## src/design/i2cacc_ram.sv

```systemverilog
module i2cacc_ram #(
  parameter int WIDTH = 8,
  parameter int DEPTH = 64
) (
  input  logic                     clk,
  input  logic                     we,
  input  logic [$clog2(DEPTH)-1:0] waddr,
  input  logic [WIDTH-1:0]         wdata,
  input  logic                     re,
  input  logic [$clog2(DEPTH)-1:0] raddr,
  output logic [WIDTH-1:0]         rdata
);

  logic [WIDTH-1:0] mem [DEPTH];

  always_ff @(posedge clk) begin
    if (we) begin
      mem[waddr] <= wdata;
    end
    if (re) begin
      rdata <= mem[raddr];
    end
  end

endmodule

```

## config.mk

```make
export PLATFORM = sky130hd
export DESIGN_NAME = i2cacc_ram
export DESIGN_NICKNAME = d
export VERILOG_FILES = /design/src/design/i2cacc_ram.sv
export SDC_FILE = /design/constraint.sdc
export NUM_CORES = 1
export LEC_CHECK = 0
export BUFFER_PORTS_ARGS = -buffer_cell sky130_fd_sc_hd__clkbuf_2
export CORE_ASPECT_RATIO = 1.1
export CORE_MARGIN = 1.5
export CORE_UTILIZATION = 50
export DETAILED_ROUTE_END_ITERATION = 12
export PLACE_DENSITY = 0.66
export SLEW_MARGIN = 20
export SYNTH_ARGS = -nofsm -noshare
export SYNTH_HDL_FRONTEND = slang
export SYNTH_SLANG_ARGS = --single-unit
```

## constraint.sdc

```tcl
create_clock -name clk -period 2.8 [get_ports clk]
set_clock_uncertainty 0.1 [all_clocks]
set_input_delay 0.56 -clock clk [delete_from_list [all_inputs] [get_ports clk]]
set_output_delay 0.56 -clock clk [all_outputs]
set_load 0.01 [all_outputs]
```

==> results of run 1 <==
-- cells in the final DEF, fill, tap and decap left out, drive strengths merged, types with 6 or more instances in the layout --
cell type / Yosys / final
edfxtp: 520 / 520
buf: 34 / 132
mux4: 126 / 126
clkbuf: 17 / 90
nor2: 83 / 83
mux2i: 23 / 23
clkinv: 0 / 21
nand2: 19 / 19
nor2b: 14 / 14
mux2: 13 / 13
nand3: 13 / 13
o221ai: 8 / 8
o22ai: 8 / 8
nand2b: 7 / 7
nor3: 7 / 7
a221oi: 6 / 6
-- cells by family (layout without fill, tap and decap cells) --
group / Yosys count / after routing
buf+inv: 51 / 251
flops: 520 / 520
mux: 162 / 162
simple gates: 153 / 153
compound gates: 54 / 54
other cells: 0 / 3
-- sequential cells by signal, indices dropped and copies added (netlist names) --
register	cells
rdata	8
mem	512
-- final timing paths --
kind / startpoint / endpoint / slack [ns] / cells past startpoint
min: re / rdata[7] / 0.36 / 1
min reg2reg: mem[30][4] / rdata[4] / 0.81 / 3
max: raddr[0] / rdata[7] / 0.37 / 6
max reg2reg: mem[51][7] / rdata[7] / 0.48 / 4
-- worst register-to-register path: cells and delay by family, from the launching register on --
kind	cells	cell delay (ns)
compound gates	1	0.54
flops	1	0.37
mux	2	0.96
simple gates	1	0.09
-- area by class of cell --
type,count,area share (%)
flip-flops and latches,520,66.7
well taps,513,2.74
repair buffers,160,5.40
multi-input cells,369,18.4
clock inverters,29,1.04
diodes,3,0.0321
clock buffers,62,5.63
-- per-stage QoR --
step	area (um2)	setup TNS (ns)	worst slack [ns]	utilization (%)
2_1_floorplan	20200	0	0.334	-
3_3_place_gp	21800	-0.481	-0.225	54.5
3_5_place_dp	21800	-0.550	-0.255	54.5
4_1_cts	23400	0	0.376	58.4
5_1_grt	23400	0	0.291	58.4
6_report	23400	0	0.365	58.4
-- power by group --
part / internal (uW) / leakage (uW) / switching, uW
Clock: 3700 / 0.000762 / 2760
Combinational: 350 / 0.00212 / 494
Sequential: 8630 / 0.00469 / 20.2
-- metal layers --
metal	vias up	routed length (um)	part of all wire, %
met5	-	10	0.023
li1	4258	-	-
met1	5129	18500	42
met4	2	1630	3.7
met2	324	21100	48
met3	83	2780	6.3
==> qor.yml, run 1 <==
status:
  status: "complete, no violations"
clocking:
  numCtsBuffers: 49
  clock_path_buffers: 3
  cts_tree: "built"
  htree_levels: 2
  post_cts_buffers: 0
  clockRootBuffer: "clkbuf_16"
  ctsHoldBuffers: 0
  clk_pin_slew_ns: 0.07
  cts_resized: 0
  insertion_delay_ns: 0.57
  clkSinkCount: 520
die:
  die_w_um: 195
  initial_utilization_pct: 50.5
  fp.dieH_um: 214
  top_level_ports: 31
  coreArea_mm2: 0.0401
  die_area_mm2: 0.0417
  rows: 77
synthesis:
  synthAdderAreaFrac_pct: 0
  syn_area_per_cell_um2: 21.5
  netlist_area_mm2: 0.0202
  syn_inst: 940
  synthTopCellsByArea: "edfxtp_1, mux4_2, nor2_1"
  synth-simple-area-share_pct: 3.37
  synth-main-ff-cell: "edfxtp_1"
  yosysWarnings: 0
  synthArstFlopShare_pct: 0
  synth_compound_area_share_pct: 2.06
  synth-xor-area-share_pct: 0
  yosysMostFrequentCell: "edfxtp_1"
  ys_types: 39
  seq_area_frac_synth_pct: 77.1
  synth_area_leader_cell: "edfxtp_1"
  synth.mux.area_fraction_pct: 15.9
  synth_common_cells: "edfxtp_1, mux4_2, nor2_1, mux2i_1, nand2_1"
  synth-seq-cells: 520
  synth.top_cell.area_share_pct: 77.1
  synth_edf_count: 520
  syn-num-nets: 963
  synth_top_family_by_area: "multiplexers"
drt:
  dr.first_iter.drc_count: 950
  ant_nets: 0
  vias: 9796
  post_drt_wl_per_cell_um: 26.6
  drc: 0
  routed_wirelength_um: 44000
  first_pass_iters: 5
  avgViaCountPerCell: 5.92
timing:
  fin_crit_sh_pct: 87.0
  worst_pin_slew_ns: 0.959
  hold_viol_final: 0
  slew_headroom_pct: 36.0
  max_clock_freq_mhz: 411
  setup_violations: 0
  rsz0062_at_grt: "false"
  min_period_ns: 2.43
  final_max_slew_viol_count: 0
  holdWs_ns: 0.364
cells_and_area:
  final_nets: 1123
  nFillCells: 2863
  regArea_mm2: 0.0156
  drive_gt1_share_pct: 32.5
  synthToLayoutAreaGrowth_pct: 15.6
  multi_input_area_mm2: 0.00432
  instances_no_fill: 1656
power:
  power_uw: 16000
  power_density_mw_per_mm2: 682
  peakVddDrop_v: 0.000472
  power_leakage_uw: 0.00757
place:
  dpl.hpwl_um: 28400
  routabilityCongestion: 0.859
  numPlacedInstances: 1562
  io_buffers: 30
setup_path:
  cp_top_family: "multiplexers"
  cp-start-kind: "input pin"
  critPathCaptureType: "flop"
  slowest_stage: "mux4_2"
  cp_max_fo: 25
  cpMostUsedCell: "mux4_2"
  crit_buf_inv: 2
  cp.required_ns: 3.01
  critical-path-max-stage-delay_ns: 0.54
  arrival_ns: 2.64
  critical_path.cell_chain: "clkbuf_8, buf_12, mux4_2, mux4_2, o21ai_0, nand2_1"
  crit_type: "in -> reg"
grt:
  grt_pass1_vias: 10300
  overflow: 0
  grt.total_usage_pct: 21.7
  busiest_layer: "met2"
  grt_use_met3_pct: 3.26
  met2_usage_pct: 34.2
  met1_usage_pct: 31.0
  grt_pass1_wl_um: 65800
  grt_max_degree: 65
  antenna_found_initial: 3
min_path:
  hp-class: "in -> reg"
run:
  maxCapViolations: 0
(Power assumes the default switching activity.)
==> run 2, diff against run 1 <==
--- a/config.mk
+++ b/config.mk
@@ -8,10 +8,9 @@
 export BUFFER_PORTS_ARGS = -buffer_cell sky130_fd_sc_hd__clkbuf_2
 export CORE_ASPECT_RATIO = 1.1
 export CORE_MARGIN = 1.5
-export CORE_UTILIZATION = 50
+export CORE_UTILIZATION = 40
 export DETAILED_ROUTE_END_ITERATION = 12
-export PLACE_DENSITY = 0.66
-export SLEW_MARGIN = 20
+export SLEW_MARGIN = 0
 export SYNTH_ARGS = -nofsm -noshare
 export SYNTH_HDL_FRONTEND = slang
 export SYNTH_SLANG_ARGS = --single-unit
==> run 2 against run 1 <==
Sequential share of layout area decreased by 1.1 points. Final cell count increased by 10%. Via count increased by 0.98%. Power increased by 0.89%. Wire length increased by 5.5%. Worst hold slack got worse by 0.044 ns. Combinational power increased by 5.0%. Design area increased by 1.7%. Maximum frequency increased by 6.5%. Clock power increased by 2%. First-iteration DRC count decreased by 8.3%. Register-to-register slack improved by 0.08 ns. Critical endpoint is now rdata[6]. Highest routed layer unchanged.
==> qor.yml, run 2 (synthesis results as in run 1) <==
status:
  status: "complete, no violations"
place:
  io_buffers: 30  # unchanged
  routabilityCongestion: 0.812  # -5.5%
  numPlacedInstances: 1731  # +11%
  dpl.hpwl_um: 30300  # +6.7%
setup_path:
  cp-start-kind: "input pin"
  critPathCaptureType: "flop"
  arrival_ns: 2.51  # -0.13 ns
  crit_type: "in -> reg"
  cp.required_ns: 3.03  # +0.02 ns
  cp_max_fo: 18  # -28%
power:
  pwr-share-clk_pct: 40.7  # +0.2 points
  power_density_mw_per_mm2: 676  # -0.85%
  internal_power_uw: 12800  # +0.71%
  peakVddDrop_v: 0.000428  # -9.4%
  power_leakage_uw: 0.00771  # +1.9%
  p_seq_share_pct: 53.8  # -0.4 points
  combPwrFrac_pct: 5.5  # +0.2 points
  power_uw: 16100  # +0.89%
  p_sw_share_pct: 20.7  # +0.14 points
  p_switching_uw: 3330  # +1.6%
cells_and_area:
  drive_gt1_share_pct: 33.8  # +1.2 points
  final_nets: 1146  # +2.0%
  largest_register_ffs: 512  # unchanged
  top_regs: "mem (512), rdata (8)"
  final_cell_mix: "edfxtp_1, buf_4, mux4_2, nor2_1, clkbuf_16"
  top_register: "mem"
  synthToLayoutAreaGrowth_pct: 17.6
  instances_no_fill: 1821  # +10%
  nFillCells: 4090  # +43%
  final_common_cell: "edfxtp_1"
clocking:
  htree_levels: 2  # unchanged
  post_cts_buffers: 0  # unchanged
  numCtsBuffers: 50  # +2.0%
  insertion_delay_ns: 0.59  # +0.02 ns
  cts_tree: "built"
  ctsHoldBuffers: 0  # unchanged
  clock_path_buffers: 3  # unchanged
  cts_resized: 0  # unchanged
  clockRootBuffer: "clkbuf_16"
  clk_pin_slew_ns: 0.06  # about the same
  clkSinkCount: 520  # unchanged
grt:
  grt_max_degree: 65  # unchanged
  grt.total_usage_pct: 18.5  # -3.3 points
  grt_pass1_wl_um: 69200  # +5.1%
  overflow: 0  # unchanged
  antenna_found_initial: 2  # -1
  grt_pass1_vias: 10400  # +1.9%
drt:
  dr.first_iter.drc_count: 871  # -8.3%
  vias: 9892  # +0.98%
  ant_nets: 0  # unchanged
  avgViaCountPerCell: 5.43  # -8.2%
  drc: 0  # unchanged
  post_drt_wl_per_cell_um: 25.5  # -4.1%
  first_pass_iters: 7  # +2
  routed_wirelength_um: 46400  # +5.5%
timing:
  fin_crit_sh_pct: 81.6  # -5.3 points
  min_period_ns: 2.29  # -0.149 ns
  final_max_slew_viol_count: 0  # unchanged
  rsz0062_at_grt: "false"
  setup_violations: 0  # unchanged
  worst_pin_slew_ns: 0.800  # -0.160 ns
  hold_viol_final: 0  # unchanged
  max_clock_freq_mhz: 437  # +6.5%
  slew_headroom_pct: 46.7  # +11 points
die:
  initial_utilization_pct: 40.5  # -10 points
  die_area_mm2: 0.0520  # +25%
  coreArea_mm2: 0.0500  # +25%
  fp.dieH_um: 239  # +12%
  rows: 86  # +12%
  top_level_ports: 31  # unchanged
  die_w_um: 218  # +12%
run:
  maxCapViolations: 0  # unchanged
min_path:
  hp-class: "in -> reg"
## run 2: cell count changes in the layout (fill, tap and decap cells not counted), moves of 2 or more
| cell | previous run | this run |
|---|---|---|
| buf_4 | 122 | 140 |
| clkbuf_1 | 11 | 4 |
| clkinv_1 | 10 | 16 |
| buf_12 | 10 | 14 |
| clkinvlp_4 | 3 | 1 |
| diode_2 | 3 | 1 |
## run 2: worst max-delay path: stages
cell and delay, ns:
clkbuf_8 0.15, buf_12 0.20, mux4_2 0.52, mux2_2 0.29, o221a_2 0.28, nor3_1 0.34
o32ai_1 0.14
## run 2: layout make-up
| class | count | area, um2 | area share [%] |
|---|---|---|---|
| multi-input cells | 369 | 4320 | 18.1 |
| diodes | 1 | 2.50 | 0.0105 |
| clock inverters | 34 | 285 | 1.20 |
| well taps | 660 | 826 | 3.47 |
| clock buffers | 55 | 1290 | 5.42 |
| flip-flops and latches | 520 | 15600 | 65.6 |
| repair buffers | 182 | 1480 | 6.22 |
## run 2: worst paths after layout
path / startpoint / end / slack, ns / cells after the start
worst min-delay path: re / rdata[5] / 0.32 / 1
worst max register to register: mem[21][6] / rdata[6] / 0.56 / 5
worst min register to register: mem[18][2] / rdata[2] / 0.78 / 4
worst max-delay path: raddr[0] / rdata[6] / 0.51 / 7
## run 2: layer usage
metal	part of all wire [%]	global-route usage, %
met5	0.026	0
met4	2.1	5.07
met3	6.7	4.36
met2	49	30.6
met1	42	24.4
## run 2: metrics by stage
| stage | hold WS (ns) | util, % | TNS [ns] | setup slack (ns) | area, um2 |
|---|---|---|---|---|---|
| finish | 0.320 | 47.6 | 0 | 0.514 | 23800 |
| global route | 0.294 | 47.6 | 0 | 0.475 | 23800 |
| CTS | 0.294 | 47.6 | 0 | 0.524 | 23800 |
| detailed placement | 0.774 | 44.4 | -0.211 | -0.102 | 22200 |
| global placement | 0.771 | 44.4 | -0.205 | -0.118 | 22200 |
| floorplan | 0.559 | - | 0 | 0.334 | 20200 |
## run 2: power by group through the flow
stage / Sequential, uW / Combinational, uW / Clock (uW)
4_1_cts: 8660 / 901 / 6690
2_1_floorplan: 8810 / 459 / 0
6_report: 8660 / 886 / 6560
5_1_grt: 8660 / 950 / 6970
3_5_place_dp: 8820 / 899 / 0
3_3_place_gp: 8820 / 885 / 0
